**src/sgc_pkg.sv**
```systemverilog
// ----------------------------------------------------------------------------
// sgc_pkg
// Types and constants shared by the stranded gap clusterer modules.
// ----------------------------------------------------------------------------
package sgc_pkg;

  localparam logic [1:0] CMD_SITE  = 2'd0;
  localparam logic [1:0] CMD_FLUSH = 2'd1;
  localparam logic [1:0] CMD_READ  = 2'd2;
  localparam logic [1:0] CMD_NOP   = 2'd3;

  localparam logic KIND_CLUSTER = 1'b0;
  localparam logic KIND_BIN     = 1'b1;

  localparam logic REG_GAP = 1'b0;
  localparam logic REG_MIN = 1'b1;

  localparam logic [19:0] GAP_RESET     = 20'd100;
  localparam logic [15:0] MIN_RESET     = 16'd100;
  localparam logic [19:0] MEMBERS_MAX   = 20'hFFFFF;
  localparam logic [47:0] SUM_MAX       = 48'hFFFF_FFFF_FFFF;
  localparam int          DIV_BITS      = 52;

  typedef struct packed {
    logic [1:0]  cmd;
    logic [9:0]  chrom_id;
    logic [31:0] site_start;
    logic [31:0] site_end;
    logic        site_strand;
    logic [23:0] site_score;
    logic [12:0] bin_index;
  } sgc_in_t;

  typedef struct packed {
    logic        kind;
    logic [9:0]  out_chrom;
    logic        out_strand;
    logic [31:0] cluster_start;
    logic [31:0] cluster_end;
    logic [19:0] member_count;
    logic [31:0] mean_score;
    logic [31:0] bin_value;
    logic        last;
  } sgc_out_t;

  typedef enum logic [3:0] {
    ST_IDLE,
    ST_CLEAR,
    ST_DECODE,
    ST_CLOSE,
    ST_HRD,
    ST_HWR,
    ST_DIV,
    ST_EMIT,
    ST_UPDATE,
    ST_BREAD,
    ST_BEMIT
  } sgc_state_t;

  typedef struct packed {
    logic clear_step;
    logic latch_item;
    logic hist_rd;
    logic hist_wr;
    logic div_start;
    logic load_out;
    logic load_bin;
    logic update;
    logic close_done;
    logic strand;
    logic last;
  } sgc_cmd_t;

  typedef struct packed {
    logic clear_done;
    logic need_close;
    logic open0;
    logic open1;
    logic emit_ok;
    logic emit1;
    logic div_done;
    logic out_busy;
  } sgc_sts_t;

endpackage

```
**src/sgc_ctrl.sv**
```systemverilog
// ----------------------------------------------------------------------------
// sgc_ctrl
// Sequencer for record, flush and histogram read transactions.
// ----------------------------------------------------------------------------
module sgc_ctrl (
  input  logic              clk,
  input  logic              rst_n,
  input  logic              in_valid,
  input  logic [1:0]        cmd,
  input  logic              site_strand,
  input  sgc_pkg::sgc_sts_t sts,
  output logic              in_ready,
  output sgc_pkg::sgc_cmd_t ctl
);

  sgc_pkg::sgc_state_t state_r, state_nxt;
  logic [1:0] cmd_r, cmd_nxt;
  logic       str_r, str_nxt;
  logic       last_r, last_nxt;

  always_ff @(posedge clk) begin
    if (!rst_n) begin
      state_r <= sgc_pkg::ST_CLEAR;
      cmd_r   <= sgc_pkg::CMD_SITE;
      str_r   <= 1'b0;
      last_r  <= 1'b0;
    end else begin
      state_r <= state_nxt;
      cmd_r   <= cmd_nxt;
      str_r   <= str_nxt;
      last_r  <= last_nxt;
    end
  end

  always_comb begin
    state_nxt = state_r;
    cmd_nxt   = cmd_r;
    str_nxt   = str_r;
    last_nxt  = last_r;
    case (state_r)
      sgc_pkg::ST_CLEAR: begin
        if (sts.clear_done) state_nxt = sgc_pkg::ST_IDLE;
      end
      sgc_pkg::ST_IDLE: begin
        if (in_valid) begin
          cmd_nxt   = cmd;
          str_nxt   = site_strand;
          state_nxt = sgc_pkg::ST_DECODE;
        end
      end
      sgc_pkg::ST_DECODE: begin
        case (cmd_r)
          sgc_pkg::CMD_SITE: begin
            last_nxt  = 1'b1;
            state_nxt = sts.need_close ? sgc_pkg::ST_CLOSE : sgc_pkg::ST_UPDATE;
          end
          sgc_pkg::CMD_FLUSH: begin
            if (sts.open0) begin
              str_nxt   = 1'b0;
              last_nxt  = !sts.emit1;
              state_nxt = sgc_pkg::ST_CLOSE;
            end else if (sts.open1) begin
              str_nxt   = 1'b1;
              last_nxt  = 1'b1;
              state_nxt = sgc_pkg::ST_CLOSE;
            end else begin
              state_nxt = sgc_pkg::ST_IDLE;
            end
          end
          sgc_pkg::CMD_READ: state_nxt = sgc_pkg::ST_BREAD;
          default:           state_nxt = sgc_pkg::ST_IDLE;
        endcase
      end
      sgc_pkg::ST_CLOSE: state_nxt = sgc_pkg::ST_HRD;
      sgc_pkg::ST_HRD:   state_nxt = sgc_pkg::ST_HWR;
      sgc_pkg::ST_HWR: begin
        state_nxt = sts.emit_ok ? sgc_pkg::ST_DIV : sgc_pkg::ST_EMIT;
      end
      sgc_pkg::ST_DIV: begin
        if (sts.div_done) state_nxt = sgc_pkg::ST_EMIT;
      end
      sgc_pkg::ST_EMIT: begin
        if (!sts.emit_ok || !sts.out_busy) begin
          if (cmd_r == sgc_pkg::CMD_SITE) begin
            state_nxt = sgc_pkg::ST_UPDATE;
          end else if (!str_r && sts.open1) begin
            str_nxt   = 1'b1;
            last_nxt  = 1'b1;
            state_nxt = sgc_pkg::ST_CLOSE;
          end else begin
            state_nxt = sgc_pkg::ST_IDLE;
          end
        end
      end
      sgc_pkg::ST_UPDATE: state_nxt = sgc_pkg::ST_IDLE;
      sgc_pkg::ST_BREAD:  state_nxt = sgc_pkg::ST_BEMIT;
      sgc_pkg::ST_BEMIT: begin
        if (!sts.out_busy) state_nxt = sgc_pkg::ST_IDLE;
      end
      default: state_nxt = sgc_pkg::ST_IDLE;
    endcase
  end

  always_comb begin
    ctl        = '0;
    ctl.strand = str_r;
    ctl.last   = last_r;
    in_ready   = 1'b0;
    case (state_r)
      sgc_pkg::ST_CLEAR: ctl.clear_step = 1'b1;
      sgc_pkg::ST_IDLE: begin
        in_ready       = 1'b1;
        ctl.latch_item = in_valid;
      end
      sgc_pkg::ST_HRD:  ctl.hist_rd = 1'b1;
      sgc_pkg::ST_HWR: begin
        ctl.hist_wr   = 1'b1;
        ctl.div_start = sts.emit_ok;
      end
      sgc_pkg::ST_EMIT: begin
        if (!sts.emit_ok || !sts.out_busy) begin
          ctl.load_out   = sts.emit_ok;
          ctl.close_done = 1'b1;
        end
      end
      sgc_pkg::ST_UPDATE: ctl.update = 1'b1;
      sgc_pkg::ST_BEMIT:  ctl.load_bin = !sts.out_busy;
      default: in_ready = 1'b0;
    endcase
  end

  assert property (@(posedge clk) disable iff (!rst_n)
    ctl.hist_wr |-> $past(ctl.hist_rd))
    else $error("histogram write without read");
  assert property (@(posedge clk) disable iff (!rst_n)
    in_ready |-> !ctl.clear_step)
    else $error("ready during clearing");
  assert property (@(posedge clk) disable iff (!rst_n)
    (ctl.load_out || ctl.load_bin) |-> !sts.out_busy)
    else $error("output overwritten");

endmodule

```
**config.mk**
```make
export PLATFORM = sky130hd
export DESIGN_NAME = sgc_ctrl
export DESIGN_NICKNAME = d
export VERILOG_FILES = /design/src/sgc_pkg.sv /design/src/sgc_ctrl.sv
export SDC_FILE = /design/constraint.sdc
export NUM_CORES = 1
export LEC_CHECK = 0
export ABC_AREA = 1
export BUFFER_PORTS_ARGS = -buffer_cell sky130_fd_sc_hd__clkbuf_2
export CORE_AREA = 2 2 49 51
export DETAILED_ROUTE_END_ITERATION = 8
export DIE_AREA = 0 0 51 53
export GPL_TIMING_DRIVEN = 0
export SETUP_SLACK_MARGIN = 0.1
export SLEW_MARGIN = 25
export SYNTH_ARGS = -nofsm -noshare
export SYNTH_HDL_FRONTEND = slang
export SYNTH_SLANG_ARGS = --single-unit
export TNS_END_PERCENT = 30
```
**constraint.sdc**
```tcl
create_clock -name clk -period 1.4 [get_ports clk]
set_input_delay 0 -clock clk [delete_from_list [all_inputs] [get_ports clk]]
set_output_delay 0 -clock clk [all_outputs]
set_load 0.01 [all_outputs]
```
==> metrics.md, run 1 <==
| Metric | Value |
|---|---|
| Peak VDD IR | 0.5339 mV |
| Failing checks | hold timing |
| Initial antenna violation count | 0 |
| Worst-margin pin slew | 0.2376 ns |
| Fin Hold WS | -0.005399 ns |
| Layout area overhead | 32.31% |
| Sequential area share after synthesis | between 20% and 30% |
| Grt ovf | 0 |
| Power Dens Cells | 883.8 mW/mm² |
| Post-Synthesis Cells | 130 |
| Initial Util | a little over a third |
| Worst Path Arrival | between 1 and 1.5 ns |
| Yosys top cell by area | dfxtp_1 |
| Skew final | between 0.015 and 0.02 ns |
| H-tree Lvls | 1 |
| Yosys reg bits | 8 |
| Num CTS Buffers | 3 |
| FF-to-FF Start | state_r[1] |
| Psw | 0.3793 mW |
| Final setup viols | 0 |
| Num rows | 17 |
| Final Util | 47.47% |
| Hold Crit Start | cmd[1] |
| Sequential power share | 33.3% |
| CTS tree | yes |
| First-pass GRT wire length | 3270 µm |
| Startpoint types | flop |
| Syn_nets | approximately 140 |
| Per-cell routed wire length | 10.82 µm |
| Pin count of the biggest net entering global routing | 10 |
| Min-Delay Path Depth | 3 |
| Final period util | between 90% and 100% |
| Register-to-register setup slack | 0.13 ns |
| Detail Placement HPWL | 1679 µm |
| Top-count cell post-synth | nand2_1 |
| Worst Setup End Kind | flop |
| Post-Syn Area per Cell | 5.929 µm² |
| Period minus WS final | 1.274 ns |
| Status | complete, but fails checks |
| Tightest Hold Check Type | primary input to flop |
| Core outline area | 0.002148 mm² |
| Root buf cell | clkbuf_4 |
| Post-synth top area share | 20.78% |
| Reg-to-Reg End | last_r |
| Unique cell type count in the Yosys netlist | 24 |
| Synth top cells by count | 31 x nand2_1, 18 x inv_1, 16 x nor2_1, 9 x nand3_1, 8 x dfxtp_1 |
| Worst Hold End | cmd_r[1] |
| Static Leak | 0.5658 nW |
| GRT Util Overall | between 15 and 20% |
| Post-synth EDFFs | 0 |
| Final hold vios | 1 |
| Detailed router's first-iteration violation count | 14 |
| Ranking of synthesized cells by area | dfxtp_1 21%, nand2_1 15%, inv_1 8.8% |
| Port Buffer Count | 25 |
| Post-place setup slack | approximately 0.074 ns |
| Clock Path Buffers | 2 |
| CP Max Fanout | 5 |
| Post-Route WL | 2023 µm |
| Worst skew pair latency | 0.27 ns |
| Area occupied by multi-input gates | 554.3 µm² |
| Ports | 26 |
| Dpl cells | ~180 |
| Total power | approximately 0.9 mW |
| Synthesized area | 770.7 µm² |
| Crit path cell chain | buf_6 -> inv_2 -> nor2_4 -> nand2_4 -> o21ai_2 -> nand3_1 -> nor2b_4 -> nor2_1 |
| Top_reg_cell synth | dfxtp_1 |
| Share of cells above drive strength 1 | 42.14% |
| First-pass DRT Iterations | 5 |
| Die H | 53 µm |
| Slew margin rel. | 84.13% |
| Post-CTS setup repair buffer count | 0 |
| Max Slew Vio Count | 0 |
| Fillcell total | 237 |
| RePlAce Congestion | 0.8838 |
| Sw frac | 42.09% |
| Vias | 893 |
| Worst reg-to-reg path cell count | 8 |
| Post-route setup slack | 0.1263 ns |
| Vias in the first global route | 777 |
| Max-capacitance violation count | 0 |
| Critical path type | flop to flop |
| Post-cts hold buffer count | 0 |
| RSZ-0062 raised after global routing | true |
| Worst path slowest cell | dfxtp_2 |
| Antenna-violating nets left | 0 |
| Internal power | 0.5219 mW |
| Chip Width | 51 µm |
| Fin cells | ~190 |
| Sinks on Clock Net | 8 |
| Setup TNS | 0 ns |
| Register area | 168.9 µm² |
| Clk pwr share | 21.4% |
| Warning count from the yosys run | 0 |
| Clock transition at path regs | 0.07 ns |
| DRC Markers | 0 |
| Ant. Diodes | 0 |
| Fin nets | 175 |
| Max Clk Rate | approximately 0.79 GHz |
| Die area | about 0.0027 mm² |
| Async S/R FF share, synth | 0% |
| CP required | 1.59 ns |
| Comb pwr share | 45.3% |
| Worst path max stage delay | 0.33 ns |
| Drt via density | around 4.8 |
## power by group through the flow
stage | logic (mW) | clock network, mW | registers [mW]
after global routing | 0.459 | 0.206 | 0.305
after floorplan | 0.275 | 0 | 0.287
final | 0.409 | 0.193 | 0.300
after detailed placement | 0.374 | 0 | 0.294
after global placement | 0.368 | 0 | 0.293
after CTS | 0.378 | 0.198 | 0.290
## placed cells by master, fill, tap and decap left out, types with 2 or more instances in the layout
cell type | synthesis | layout
buf_4 | 2 | 2
o21ai_0 | 4 | 3
o21ai_2 | 2 | 2
clkbuf_4 | 0 | 3
nand2_2 | 4 | 4
nor2_2 | 7 | 5
nor2_1 | 16 | 13
dfxtp_1 | 8 | 3
a21oi_1 | 4 | 4
nor2_4 | 2 | 7
inv_2 | 4 | 4
clkbuf_2 | 0 | 25
o21ai_1 | 2 | 3
inv_1 | 18 | 18
dfxtp_2 | 0 | 4
nand2_1 | 31 | 30
nor3_1 | 4 | 3
nand3_2 | 3 | 3
o211ai_1 | 3 | 3
nand3_1 | 9 | 9
## routing by layer
layer	up-vias	GRT usage, %	part of all wire, %
met2	33	24.03	44
met4	0	10.81	2.0
met3	6	2.260	6.6
li1	473	-	-
met1	381	21.71	47
met5	-	0	0
## through the flow
stage	hold WS, ns	cell area, µm²
4_1_cts	0.009793	957.2
2_1_floorplan	0.05069	770.7
6_report	-0.005399	1020
3_5_place_dp	0.2901	930.9
5_1_grt	0.02137	1020
3_3_place_gp	0.2810	930.9
## worst max-delay path, delay by kind of cell, from the launching register on
kind                   cells  cell delay (ns)
AO/OA/AOI/OAI              1             0.15
buffers and inverters      2             0.16
flip-flops                 1             0.33
AND/OR/NAND/NOR            5             0.56
## worst max path at each step
stage / startpoint / endpoint / slack (ns) / cells after the start
2_1_floorplan: state_r[1] / cmd_r[0] / 0.17 / 7
3_3_place_gp: state_r[0] / cmd_r[0] / 0.08 / 6
3_5_place_dp: state_r[0] / cmd_r[0] / 0.07 / 6
4_1_cts: state_r[2] / ctl[5] / 0.09 / 3
5_1_grt: state_r[1] / last_r / 0.03 / 8
6_report: state_r[1] / last_r / 0.13 / 8
## sequential cells by signal (all words and copies together) (netlist names)
name and cells:
state_r 4, str_r 1, last_r 1, cmd_r 2
## cell type report
| class | count | area share [%] |
|---|---|---|
| repair buffers | 26 | 12.76 |
| multi-input cells | 97 | 54.36 |
| plain buffers | 3 | 2.577 |
| flip-flops and latches | 8 | 16.56 |
| clock buffers | 3 | 2.209 |
| well taps | 28 | 3.436 |
| inverters | 22 | 8.098 |
## cell families after synthesis
kind of cell,after synthesis,share of synthesized area (%)
and+or+nand+nor,80,51.30
buffers and inverters,25,14.12
AOI/OAI and AO/OA,17,13.80
DFF,8,20.78
## repair_timing
| action | in CTS | in global routing |
|---|---|---|
| resized for setup | 2 | 18 |
| pin swaps | 0 | 5 |
| endpoints found under the hold margin | 0 | 0 |
| gates cloned | 0 | 1 |
| setup endpoints to repair | 10 | 17 |
Note: power is estimated with default switching activity, not from simulation.
==> inputs of run 2 (changes only) <==
- CORE_AREA: 2 2 49 51 -> 2 2 47 49
- DIE_AREA: 0 0 51 53 -> 0 0 49 51
==> metrics.md, run 2 (synthesized netlist as in run 1, its figures left out) <==
| Metric | Value |
|---|---|
| Vias | 873 (was 893) |
| Min-Delay Path Depth | 3 (unchanged) |
| Pin count of the biggest net entering global routing | 10 (unchanged) |
| Vias in the first global route | 801 (was 777) |
| Post-CTS setup repair buffer count | 0 (unchanged) |
| Worst Path Arrival | 1.44 ns (was 1.46 ns) |
| H-tree Lvls | 1 (unchanged) |
| Detailed router's first-iteration violation count | 10 (was 14) |
| Setup TNS | 0 ns (unchanged) |
| Grt ovf | 0 (unchanged) |
| Grt met1 use | 19.33% (was 21.71%) |
| Post-Route WL | 1938 µm (was 2023 µm) |
| Fin Hold WS | 0.01718 ns (was -0.005399 ns) |
| Root buf cell | clkbuf_4 (unchanged) |
| CTS tree | yes (unchanged) |
| CP required | 1.58 ns (was 1.59 ns) |
| Chip Width | 49 µm (was 51 µm) |
| Buffer and inverter count on the worst path | 2 (unchanged) |
| Hold Crit Start | cmd[1] (unchanged) |
| Port Buffer Count | 25 (unchanged) |
| Tightest Hold Check Type | primary input to flop (unchanged) |
| Num CTS Buffers | 3 (unchanged) |
| Most frequent cells in the layout | 30 x nand2_1, 25 x clkbuf_2, 18 x inv_1 (unchanged) |
| Per-cell routed wire length | 10.36 µm (was 10.82 µm) |
| Critical path startpoint | state_r[1] (unchanged) |
| Initial antenna violation count | 0 (unchanged) |
| Met2 Track Usage GR | 29.45% (was 24.03%) |
| RePlAce Congestion | 0.9203 (was 0.8838) |
| Startpoint types | flop (unchanged) |
| Area occupied by multi-input gates | 538.0 µm² (was 554.3 µm²) |
| Register area | 171.4 µm² (was 168.9 µm²) |
| Max Slew Vio Count | 0 (unchanged) |
| Share of cells above drive strength 1 | 40.25% (was 42.14%) |
| Num rows | 17 (unchanged) |
| Worst-margin pin slew | 0.2141 ns (was 0.2376 ns) |
| Sinks on Clock Net | 8 (unchanged) |
| Status | finished clean (was complete, but fails checks) |
| Post-place setup slack | 0.03445 ns (was 0.07377 ns) |
| Worst path max stage delay | 0.33 ns (about the same) |
| Max Clk Rate | 0.7956 GHz (was 0.7851 GHz) |
| GR peak layer | met2 (unchanged) |
| Max reg flops | 4 (unchanged) |
| Die area | 0.002499 mm² (was 0.002703 mm²) |
| Detail Placement HPWL | 1627 µm (was 1679 µm) |
| Drt via density | 4.668 (was 4.775) |
| Biggest register | state_r (unchanged) |
| GRT Util Overall | 16.60% (was 16.22%) |
| Core outline area | 0.002063 mm² (was 0.002148 mm²) |
| Post-route setup slack | 0.1430 ns (was 0.1263 ns) |
| First-pass GRT wire length | 3208 µm (was 3270 µm) |
| Antenna-violating nets left | 0 (unchanged) |
| Final hold vios | 0 (was 1) |
| Worst Setup End Kind | flop (unchanged) |
| Static Leak | 0.5296 nW (was 0.5658 nW) |
| Die H | 51 µm (was 53 µm) |
| Power Dens Cells | 859.1 mW/mm² (was 883.8 mW/mm²) |
| Skew final | 0.001314 ns (was 0.01806 ns) |
| Worst skew pair latency | 0.24 ns (was 0.27 ns) |
| Biggest regs | state_r x4, cmd_r x2 (unchanged) |
| Worst Hold End | cmd_r[1] (unchanged) |
| Initial Util | 37.36% (was 35.88%) |
| Critical path type | flop to flop (unchanged) |
| Crit path cell chain | buf_6 -> inv_2 -> nor2_4 -> nand2_2 -> o21ai_2 -> nand3_1 -> nor2b_1 -> nor2_1 (was buf_6 -> inv_2 -> nor2_4 -> nand2_4 -> o21ai_2 -> nand3_1 -> nor2b_4 -> nor2_1) |
| Post-cts hold buffer count | 0 (unchanged) |
| Clock transition at path regs | 0.05 ns (was 0.07 ns) |
| CP Max Fanout | 5 (unchanged) |
| Peak VDD IR | 0.4777 mV (was 0.5339 mV) |
| Reg-to-Reg End | last_r (unchanged) |
| Final setup viols | 0 (unchanged) |
| Fin nets | 175 (unchanged) |
| Layout area overhead | 30.52% (was 32.31%) |
| Slew margin rel. | 85.67% (was 84.13%) |
| Ant. Diodes | 0 (unchanged) |
| Design area | 0.001006 mm² (was 0.001020 mm²) |
| Most common cell after layout, fill and taps aside | nand2_1 (unchanged) |
| Fillcell total | 236 (was 237) |
| Worst path slowest cell | dfxtp_2 (unchanged) |
| Met3 global-route usage | 1.754% (was 2.260%) |
| Register-to-register setup slack | 0.14 ns (was 0.13 ns) |
| Placed inst area | 930.9 µm² (unchanged) |
| Clock Path Buffers | 2 (unchanged) |
| Ports | 26 (unchanged) |
| Critical path's top delay family | simple AND/OR/NAND/NOR gates (unchanged) |
| DRC Markers | 0 (unchanged) |
| RSZ-0062 raised after global routing | true (unchanged) |
| Final period util | 89.78% (was 90.98%) |
| Worst reg-to-reg path cell count | 8 (unchanged) |
| Period minus WS final | 1.257 ns (was 1.274 ns) |
| FF-to-FF Start | state_r[1] (unchanged) |
| Final Util | 48.76% (was 47.47%) |
| First-pass DRT Iterations | 4 (was 5) |
| Max-capacitance violation count | 0 (unchanged) |
run 2: power breakdown:
part           leakage (nW)  total [mW]  switching (mW)  internal, mW
Combinational         0.448       0.399           0.243         0.156
Sequential           0.0678       0.301          0.0400         0.261
Clock                0.0138       0.164          0.0663        0.0973
run 2: repair_timing:
action / CTS / global route
setup endpoints to repair: 12 / 17
resized for setup: 2 / 15
pin swaps: 0 / 1
cloned: 0 / 1
run 2: area by class of cell:
type	instances	share of cell area [%]
repair buffers	26	12.94
flip-flops and latches	8	17.04
multi-input cells	97	53.48
inverters	22	8.209
clock buffers	3	2.239
plain buffers	3	2.612
well taps	28	3.483
run 2: worst min-delay path: cells and delay by family:
kind	cells	cell delay, ns
AO/OA/AOI/OAI	2	0.15
buffers and inverters	1	0.07
run 2: how the worst max path moves through the flow:
| stage | to | cells past startpoint |
|---|---|---|
| finish | last_r | 8 |
| floorplan | cmd_r[0] | 7 |
| detailed placement | cmd_r[0] | 6 |
| global placement | cmd_r[0] | 6 |
| global route | ctl[4] | 5 |
| CTS | ctl[5] | 3 |
run 2: per-layer routing:
layer  share of wire [%]  vias to the layer above
met3                 3.0                        2
met2                  49                       18
met4                0.57                        0
met1                  48                      377
met5                   0                        -
li1                    -                      476
run 2: stage by stage:
step	cells	power [mW]
final	187	0.8642
after CTS	186	0.8422
after detailed placement	183	0.6675
after global placement	183	0.6652
after floorplan	130	0.5629
after global routing	187	0.9565
